File: src/design/hall_sensor_position_tracker_top_assert.svh
// ---------------------------------------------------------------------------
// Hall sensor position tracker assertion macros
// Concurrent assertion helpers shared by the tracker RTL.
// ---------------------------------------------------------------------------
`ifndef HALL_SENSOR_POSITION_TRACKER_TOP_ASSERT_SVH
`define HALL_SENSOR_POSITION_TRACKER_TOP_ASSERT_SVH

`ifndef ASSERT_OFF
// Checked only outside reset.
`define HSPT_ASSERT(lbl, prop, msg) \
    lbl: assert property (@(posedge clk) disable iff (!rst_n) prop) else $error(msg);
// Checked at every edge, reset included.
`define HSPT_ASSERT_ALWAYS(lbl, prop, msg) \
    lbl: assert property (@(posedge clk) prop) else $error(msg);
`else
`define HSPT_ASSERT(lbl, prop, msg)
`define HSPT_ASSERT_ALWAYS(lbl, prop, msg)
`endif

`endif

File: src/design/hspt_pkg.sv
// ---------------------------------------------------------------------------
// Hall sensor position tracker package
// Widths, codes and small lookup functions shared by the tracker.
// ---------------------------------------------------------------------------
package hspt_pkg;

    // Timer and arithmetic widths.
    localparam int TIMER_WIDTH = 16;
    localparam int TURN_W      = 15;
    localparam int PROD_W      = TIMER_WIDTH + TURN_W;
    localparam int QUOT_W      = 14;
    localparam int DELTA_W     = QUOT_W - 1;
    localparam int CNT_W       = $clog2(QUOT_W);
    localparam int ANGLE_W     = 16;

    typedef logic [TIMER_WIDTH-1:0] timer_t;
    typedef logic [DELTA_W-1:0]     delta_t;
    typedef logic signed [ANGLE_W-1:0] angle_t;

    localparam timer_t            TIMER_MAX  = '1;
    localparam logic [TURN_W-1:0] TURN_UNITS = TURN_W'(23040);
    localparam delta_t            SEG_UNITS  = DELTA_W'(3840);

    // Request kinds.
    localparam logic [1:0] KIND_EDGE     = 2'd0;
    localparam logic [1:0] KIND_ROLLOVER = 2'd1;
    localparam logic [1:0] KIND_QUERY    = 2'd2;

    // Direction codes.
    localparam logic [1:0] DIR_UNKNOWN = 2'd0;
    localparam logic [1:0] DIR_FORWARD = 2'd1;
    localparam logic [1:0] DIR_REVERSE = 2'd2;

    // Segment codes.
    localparam logic [2:0] SEG_LAST = 3'd5;
    localparam logic [2:0] NO_SEG   = 3'd7;
    localparam logic [2:0] STEP_MAX = 3'd6;

    // UVW hall code to 60-degree segment; two codes are invalid.
    function automatic logic [2:0] seg_map(input logic [2:0] code);
        logic [2:0] seg;
        unique case (code)
            3'b000:  seg = 3'd0;
            3'b001:  seg = 3'd1;
            3'b011:  seg = 3'd2;
            3'b111:  seg = 3'd3;
            3'b110:  seg = 3'd4;
            3'b100:  seg = 3'd5;
            default: seg = NO_SEG;
        endcase
        return seg;
    endfunction

    // Following segment, wrapping after the last one.
    function automatic logic [2:0] next_seg(input logic [2:0] seg);
        return (seg == SEG_LAST) ? 3'd0 : seg + 3'd1;
    endfunction

    // Start angle of a segment in 1/64 degree.
    function automatic angle_t seg_base(input logic [2:0] seg);
        angle_t base;
        unique case (seg)
            3'd0:    base = ANGLE_W'(0);
            3'd1:    base = ANGLE_W'(3840);
            3'd2:    base = ANGLE_W'(7680);
            3'd3:    base = ANGLE_W'(11520);
            3'd4:    base = ANGLE_W'(15360);
            3'd5:    base = ANGLE_W'(19200);
            default: base = ANGLE_W'(0);
        endcase
        return base;
    endfunction

    // Interpolated angle from segment, direction and offset into the segment.
    function automatic angle_t calc_angle(input logic [2:0] seg, input logic [1:0] dir,
                                          input delta_t delta);
        angle_t ang;
        angle_t d;
        d = angle_t'(delta);
        if (dir == DIR_REVERSE) begin
            ang = seg_base(next_seg(seg)) - d;
        end else if (dir == DIR_FORWARD || dir == DIR_UNKNOWN) begin
            ang = seg_base(seg) + d;
        end else begin
            ang = '0;
        end
        return ang;
    endfunction

endpackage

File: src/design/hall_sensor_position_tracker_top.sv
// ---------------------------------------------------------------------------
// Hall sensor position tracker
// Hall code decoding, direction and period tracking, and angle interpolation.
// ---------------------------------------------------------------------------
// Usage:
// One input channel (in_valid/in_ready) carries a request of one of three
// kinds: a hall edge with its capture time, a timer rollover, or a position
// query with the current timer count. Each request gives exactly one result
// on the output channel (out_valid/out_ready) that reports the state after it.
// Edges, rollovers and unused kinds finish fast: they go from idle straight to
// the output step, and out_valid rises once the output register takes the result.
// A query that needs interpolation runs one subtraction, one multiply and a
// 14-step restoring division on a single subtractor, passing through the
// multiply, divide, finish and output steps; queries that need no division
// take the fast path. in_ready is high only when idle.
// A finished result sits in the output register, so a new request may be
// accepted while it waits; a stalled receiver holds the block in its final
// step until the output register frees up.
// Reset clears the segment, direction, step counts and timing state; the
// block accepts requests in the first cycle after reset is released.
// ---------------------------------------------------------------------------
`include "hall_sensor_position_tracker_top_assert.svh"

module hall_sensor_position_tracker_top
    import hspt_pkg::*;
(
    input  logic                   clk,
    input  logic                   rst_n,
    input  logic                   in_valid,
    output logic                   in_ready,
    input  logic [1:0]             kind,
    input  logic [2:0]             hall_code,
    input  logic [TIMER_WIDTH-1:0] capture_time,
    input  logic [TIMER_WIDTH-1:0] timer_now,
    output logic                   out_valid,
    input  logic                   out_ready,
    output logic                   segment_known,
    output logic [2:0]             segment,
    output logic [1:0]             direction,
    output logic [TIMER_WIDTH-1:0] period,
    output logic signed [ANGLE_W-1:0] angle,
    output logic                   fault,
    output logic                   restart_timer
);

    typedef enum logic [2:0] {
        S_IDLE,
        S_MULT,
        S_DIV,
        S_FIN,
        S_OUT
    } state_t;

    // Tracker state.
    state_t             state_reg;
    logic [2:0]         last_seg_reg;
    logic               seg_valid_reg;
    logic [1:0]         dir_reg;
    logic [2:0]         fwd_reg;
    logic [2:0]         bwd_reg;
    logic               timing_valid_reg;
    timer_t             period_reg;
    timer_t             last_edge_reg;

    // Per-request result and division datapath.
    angle_t             angle_reg;
    logic               fault_reg;
    logic               restart_reg;
    timer_t             elapsed_reg;
    logic [PROD_W-1:0]  rem_reg;
    logic [PROD_W-1:0]  div_reg;
    logic [QUOT_W-1:0]  quot_reg;
    logic [CNT_W-1:0]   cnt_reg;

    // Output register.
    logic               out_valid_reg;
    logic               out_known_reg;
    logic [2:0]         out_seg_reg;
    logic [1:0]         out_dir_reg;
    timer_t             out_period_reg;
    angle_t             out_angle_reg;
    logic               out_fault_reg;
    logic               out_restart_reg;

    // Edge update values.
    logic [2:0]         seg_code;
    logic [2:0]         last_seg_next;
    logic               seg_valid_next;
    logic [1:0]         dir_next;
    logic [2:0]         fwd_next;
    logic [2:0]         bwd_next;
    logic               timing_valid_next;
    timer_t             period_next;
    timer_t             last_edge_next;
    logic               fault_next;
    logic               restart_next;

    // Division step and final delta.
    logic               div_ge;
    logic [PROD_W-1:0]  prod;
    delta_t             delta_div;

    logic               in_fire;
    logic               out_free;

    assign in_ready = (state_reg == S_IDLE);
    assign in_fire  = in_valid && in_ready;
    assign out_free = !out_valid_reg || out_ready;

    // Hall edge: segment tracking, step counting and period latching.
    always_comb
    begin
        seg_code          = seg_map(hall_code);
        last_seg_next     = last_seg_reg;
        seg_valid_next    = seg_valid_reg;
        dir_next          = dir_reg;
        fwd_next          = fwd_reg;
        bwd_next          = bwd_reg;
        timing_valid_next = timing_valid_reg;
        fault_next        = 1'b0;
        restart_next      = 1'b0;
        last_edge_next    = capture_time;

        if (seg_code == NO_SEG) begin
            seg_valid_next = 1'b0;
            dir_next       = DIR_UNKNOWN;
            fault_next     = 1'b1;
        end else if (!seg_valid_reg) begin
            last_seg_next  = seg_code;
            seg_valid_next = 1'b1;
            fwd_next       = '0;
            bwd_next       = '0;
        end else if (next_seg(last_seg_reg) == seg_code) begin
            dir_next      = DIR_FORWARD;
            last_seg_next = seg_code;
            fwd_next      = fwd_reg + 3'd1;
            bwd_next      = '0;
        end else if (next_seg(seg_code) == last_seg_reg) begin
            dir_next      = DIR_REVERSE;
            last_seg_next = seg_code;
            bwd_next      = bwd_reg + 3'd1;
            fwd_next      = '0;
        end else if (seg_code != last_seg_reg) begin
            seg_valid_next = 1'b0;
            dir_next       = DIR_UNKNOWN;
            fault_next     = 1'b1;
        end

        // A stopped period restarts at the timer maximum; a change of direction drops it.
        period_next = (period_reg == '0) ? TIMER_MAX : period_reg;
        if (dir_next != dir_reg) begin
            period_next = '0;
        end

        // Six steps in one direction close one electrical period.
        if (fwd_next >= STEP_MAX || bwd_next >= STEP_MAX) begin
            period_next       = timing_valid_reg ? capture_time : TIMER_MAX;
            timing_valid_next = 1'b1;
            last_edge_next    = '0;
            fwd_next          = '0;
            bwd_next          = '0;
            restart_next      = 1'b1;
        end
    end

    // Multiply, restoring-division compare, and the final delta.
    assign prod      = PROD_W'(elapsed_reg) * PROD_W'(TURN_UNITS);
    assign div_ge    = (rem_reg >= div_reg);
    assign delta_div = (quot_reg > QUOT_W'(SEG_UNITS)) ? SEG_UNITS : quot_reg[DELTA_W-1:0];

    // Sequencer with state and registered outputs.
    always_ff @(posedge clk or negedge rst_n)
    begin
        if (!rst_n) begin
            state_reg        <= S_IDLE;
            last_seg_reg     <= '0;
            seg_valid_reg    <= 1'b0;
            dir_reg          <= DIR_UNKNOWN;
            fwd_reg          <= '0;
            bwd_reg          <= '0;
            timing_valid_reg <= 1'b0;
            period_reg       <= '0;
            last_edge_reg    <= '0;
            angle_reg        <= '0;
            fault_reg        <= 1'b0;
            restart_reg      <= 1'b0;
            elapsed_reg      <= '0;
            rem_reg          <= '0;
            div_reg          <= '0;
            quot_reg         <= '0;
            cnt_reg          <= '0;
            out_valid_reg    <= 1'b0;
            out_known_reg    <= 1'b0;
            out_seg_reg      <= '0;
            out_dir_reg      <= DIR_UNKNOWN;
            out_period_reg   <= '0;
            out_angle_reg    <= '0;
            out_fault_reg    <= 1'b0;
            out_restart_reg  <= 1'b0;
        end else begin
            // The final step refills the output register itself.
            if (out_valid_reg && out_ready && state_reg != S_OUT) begin
                out_valid_reg <= 1'b0;
            end

            unique case (state_reg)
                S_IDLE:
                begin
                    if (in_fire) begin
                        unique case (kind)
                            KIND_EDGE:
                            begin
                                last_seg_reg     <= last_seg_next;
                                seg_valid_reg    <= seg_valid_next;
                                dir_reg          <= dir_next;
                                fwd_reg          <= fwd_next;
                                bwd_reg          <= bwd_next;
                                timing_valid_reg <= timing_valid_next;
                                period_reg       <= period_next;
                                last_edge_reg    <= last_edge_next;
                                fault_reg        <= fault_next;
                                restart_reg      <= restart_next;
                                angle_reg        <= '0;
                                state_reg        <= S_OUT;
                            end
                            KIND_ROLLOVER:
                            begin
                                timing_valid_reg <= 1'b0;
                                period_reg       <= '0;
                                angle_reg        <= '0;
                                fault_reg        <= 1'b0;
                                restart_reg      <= 1'b0;
                                state_reg        <= S_OUT;
                            end
                            KIND_QUERY:
                            begin
                                fault_reg   <= 1'b0;
                                restart_reg <= 1'b0;
                                if (!seg_valid_reg) begin
                                    angle_reg <= '0;
                                    state_reg <= S_OUT;
                                end else if (period_reg == '0) begin
                                    angle_reg <= calc_angle(last_seg_reg, dir_reg, '0);
                                    state_reg <= S_OUT;
                                end else if (timer_now < last_edge_reg) begin
                                    angle_reg <= calc_angle(last_seg_reg, dir_reg, SEG_UNITS);
                                    state_reg <= S_OUT;
                                end else begin
                                    elapsed_reg <= timer_now - last_edge_reg;
                                    state_reg   <= S_MULT;
                                end
                            end
                            default:
                            begin
                                // Unused kind only reports the state.
                                angle_reg   <= '0;
                                fault_reg   <= 1'b0;
                                restart_reg <= 1'b0;
                                state_reg   <= S_OUT;
                            end
                        endcase
                    end
                end
                S_MULT:
                begin
                    rem_reg   <= prod;
                    div_reg   <= PROD_W'(period_reg) << (QUOT_W - 1);
                    quot_reg  <= '0;
                    cnt_reg   <= CNT_W'(QUOT_W - 1);
                    state_reg <= S_DIV;
                end
                S_DIV:
                begin
                    // One quotient bit per cycle, most significant first.
                    if (div_ge) begin
                        rem_reg <= rem_reg - div_reg;
                    end
                    div_reg  <= div_reg >> 1;
                    quot_reg <= {quot_reg[QUOT_W-2:0], div_ge};
                    cnt_reg  <= cnt_reg - CNT_W'(1);
                    if (cnt_reg == '0) begin
                        state_reg <= S_FIN;
                    end
                end
                S_FIN:
                begin
                    angle_reg <= calc_angle(last_seg_reg, dir_reg, delta_div);
                    state_reg <= S_OUT;
                end
                S_OUT:
                begin
                    if (out_free) begin
                        out_valid_reg   <= 1'b1;
                        out_known_reg   <= seg_valid_reg;
                        out_seg_reg     <= seg_valid_reg ? last_seg_reg : 3'd0;
                        out_dir_reg     <= dir_reg;
                        out_period_reg  <= period_reg;
                        out_angle_reg   <= angle_reg;
                        out_fault_reg   <= fault_reg;
                        out_restart_reg <= restart_reg;
                        state_reg       <= S_IDLE;
                    end
                end
                default:
                begin
                    state_reg <= S_IDLE;
                end
            endcase
        end
    end

    assign out_valid     = out_valid_reg;
    assign segment_known = out_known_reg;
    assign segment       = out_seg_reg;
    assign direction     = out_dir_reg;
    assign period        = out_period_reg;
    assign angle         = out_angle_reg;
    assign fault         = out_fault_reg;
    assign restart_timer = out_restart_reg;

    // Only one request is in flight at a time.
    `HSPT_ASSERT(a_one_in_flight, in_fire |=> !in_ready, "request accepted while busy")
    // A skipped or invalid edge can never complete a period.
    `HSPT_ASSERT(a_fault_no_restart, out_valid |-> !(fault && restart_timer), "fault with restart")
    // Division only runs against a nonzero period.
    `HSPT_ASSERT(a_div_period, state_reg == S_DIV |-> period_reg != '0, "division by zero period")
    // A period latch restarts the edge time base.
    `HSPT_ASSERT_ALWAYS(a_restart_edge, state_reg == S_OUT && restart_reg |-> last_edge_reg == '0,
        "edge time kept after restart")

endmodule
File: config.mk
export PLATFORM = sky130hd
export DESIGN_NAME = hall_sensor_position_tracker_top
export DESIGN_NICKNAME = d
export VERILOG_FILES = /design/src/design/hspt_pkg.sv /design/src/design/hall_sensor_position_tracker_top.sv
export VERILOG_INCLUDE_DIRS = /design/src /design/src/design
export SDC_FILE = /design/constraint.sdc
export NUM_CORES = 1
export LEC_CHECK = 0
export BUFFER_PORTS_ARGS = -buffer_cell sky130_fd_sc_hd__buf_2
export CAP_MARGIN = 20
export CELL_PAD_IN_SITES_DETAIL_PLACEMENT = 2
export CELL_PAD_IN_SITES_GLOBAL_PLACEMENT = 2
export CORE_ASPECT_RATIO = 0.5
export CORE_MARGIN = 1
export CORE_UTILIZATION = 30
export CTS_CLUSTER_DIAMETER = 30
export CTS_CLUSTER_SIZE = 8
export DETAILED_ROUTE_END_ITERATION = 12
export PLACE_DENSITY_LB_ADDON = 0.1
export SYNTH_ARGS = -nofsm -noshare
export SYNTH_HDL_FRONTEND = slang
export SYNTH_SLANG_ARGS = --single-unit
File: constraint.sdc
create_clock -name clk -period 4.1 [get_ports clk]
set_input_delay 0.41 -clock clk [delete_from_list [all_inputs] [get_ports clk]]
set_output_delay 0.41 -clock clk [all_outputs]
set_load 0.05 [all_outputs]
==> results.cfg <==
[pwr]
peakVddDrop_uv = 408.8
p_leak_nw = 7.950
p_per_area_mw_per_mm2 = 1047
total_power_w = 0.01776

[place]
place_hpwl_um = 36450
gp_congestion = 0.8085
port_buffers = 82

[min_path]
min_path_type = in -> reg
hold_depth = 2

[worst_setup_path]
end_kind = register
crit_type = reg -> reg
worstPathArrival_ps = 4310
worstPathRequired_ps = 4550
worst_r2r_path_depth = 15
crit_path_start_kind = register
path_max_fanout = 5

[logic_synthesis]
async_flop_share = 1.000
ys_warn_count = 0
ys_ff_latch = 201
synth_cell_type_count = 92
synth_compound_area_frac = 0.2185
ys_seq_area_frac = 0.3535
syn_nets = 1776
synth_area_mm2 = 0.01423
syn_inst = 1602
synthMuxAreaShare = 0.03641
synth_top_family_by_area = compound AO/OA/AOI/OAI gates
ys.flop_type = dfrtp_1
synth_simple_gate_area_frac = 0.1521
yosys.area_share.adder = 0.1323
synthXorXnorAreaFrac = 0.04107
syn_avg_cell_area_um2 = 8.882
synth_edf_count = 0

[die]
die_x_um = 310.0
fp.dieH_um = 156.0
rows = 55
num_io_pins = 83
core-area_mm2 = 0.04597
initial_core_util = 0.3095
dieArea_mm2 = 0.04836

[timing]
final.min_clock_period_ps = 3866
slew_headroom = 0.3911
skew_ps = 25.20
fmax_ghz = 0.2586
maxSlewViolCount = 0
hold_violations = 0
fin_setup_tns_ps = 0
worstMarginPinSlew_ps = 912.3
finalCritPeriodShare = 0.9430
setup_viol = 0

[clocking]
clockRootBuffer = clkbuf_16
numClockSinks = 201
clk_latency_ps = 560
h-tree-depth = 2
cts_buffers = 45
clk_path_buf_depth = 3
clk_pin_slew_ps = 50
cts_tree = built

[layout]
fillCellCount = 5160
mostFrequentLayoutCell = dfrtp_1
nets = 1863
antenna_cells = 0
syn2layout_area_growth_pct = 19.17
final_layout_size_suffix_gt1_frac = 0.1553
layout_common_cells = 201 x dfrtp_1, 158 x nand2_1, 157 x inv_1, 123 x nor2_1, 108 x o21ai_0

[global_route]
track_usage = 0.2063
antenna_found_initial = 0
grt_pass1_vias = 14099
grt_pass1_wl_um = 78700
overflow = 0
grt_max_degree = 91

[detailed_routing]
drc = 0
first_pass_iters = 4
drtIter0Drc = 491
routedWlPerCell_um = 20.70
totalWireLength_um = 48560
vias = 12385
final_antenna_net_count = 0
vias_per_cell = 5.279

[run]
cap_viol_max_count = 0

[run_status]
status = complete, no violations
## repair_timing
action / in CTS / in global routing
resized for setup: 0 / 13
buffers inserted: 0 / 2
setup endpoints to repair: 0 / 10
hold buffers: 1 / 0
endpoints found under the hold margin: 29 / 0
## per-stage QoR
stage	setup WS (ps)	util	hold WS (ps)	cell area (µm²)	std cells
after floorplan	365.0	-	114.4	14230	1602
after global placement	100.4	0.3344	456.3	15370	2266
after detailed placement	30.09	0.3344	470.7	15370	2266
after CTS	6.052	0.3676	100.1	16900	2344
after global routing	-15.67	0.3689	117.2	16960	2346
final	233.7	0.3689	123.9	16960	2346
## layer usage
layer / vias to the layer above / track usage / wire, µm
li1: 5834 / - / -
met1: 6375 / 0.2642 / 22420
met2: 111 / 0.3619 / 23790
met3: 65 / 0.03409 / 1423
met4: 0 / 0.04832 / 926
met5: - / 0 / 0
## area by class of cell
| class | instances | area (µm²) | share of cell area |
|---|---|---|---|
| multi-input combinational | 1165 | 8325 | 0.4910 |
| tap | 627 | 784.5 | 0.04627 |
| sequential | 201 | 5030 | 0.2966 |
| clock inverter | 17 | 250.2 | 0.01476 |
| inverter | 160 | 600.6 | 0.03542 |
| timing repair buffer | 116 | 701.9 | 0.04140 |
| clock buffer | 60 | 1264 | 0.07453 |
## worst max-delay path: stages (launching register included)
cell and delay [ps]:
dfrtp_1 400, ha_1 350, inv_1 80, fa_1 530, inv_1 50, fa_1 450
ha_1 270, a211oi_2 280, o21a_1 220, nor3_2 70, nor2_1 170, a21oi_2 110
a31oi_1 230, xor2_1 260, o221ai_1 170, o21a_1 150
## where the power goes
part,switching (W),internal [W]
Combinational,0.00676,0.00442
Clock,0.00119,0.00246
Sequential,0.000428,0.00250
Total,0.00838,0.00938
## path summary, 6_finish.rpt
path	slack (ps)	endpoint	start
worst min register to register	480	period[5]	period[5]
min in group asynchronous	490	last_seg_reg[0]	rst_n
worst max register to register	230	rem_reg[26]	elapsed_reg[4]
worst max-delay path	230	rem_reg[26]	elapsed_reg[4]
worst min-delay path	120	timing_valid_reg	kind[0]
max in group asynchronous	2730	elapsed_reg[0]	rst_n
## logic make-up (layout without fill, tap and decap cells)
group / count (synthesis) / after routing
XOR/XNOR: 65 / 65
AND/OR/NAND/NOR: 464 / 464
buffers and inverters: 236 / 353
adder cells (fa/ha/maj): 133 / 133
multiplexers: 46 / 46
AO/OA/AOI/OAI: 455 / 455
other: 2 / 2
flip-flops: 201 / 201
## synthesized netlist by cell type (32+ instances only)
cell        n  area (µm²)
dfrtp_1   201        5030
nand2_1   158       593.1
inv_1     157       589.3
nor2_1    123       461.7
o21ai_0   112       560.5
ha_1      104        1301
a21oi_1    85       425.4
clkbuf_1   54       202.7
xnor2_1    43       376.6
a31oi_1    42       262.8
nor3_1     40       200.2
nand3_1    36       180.2
mux2_2     32       360.4
Power figures use the tool's default switching activity.
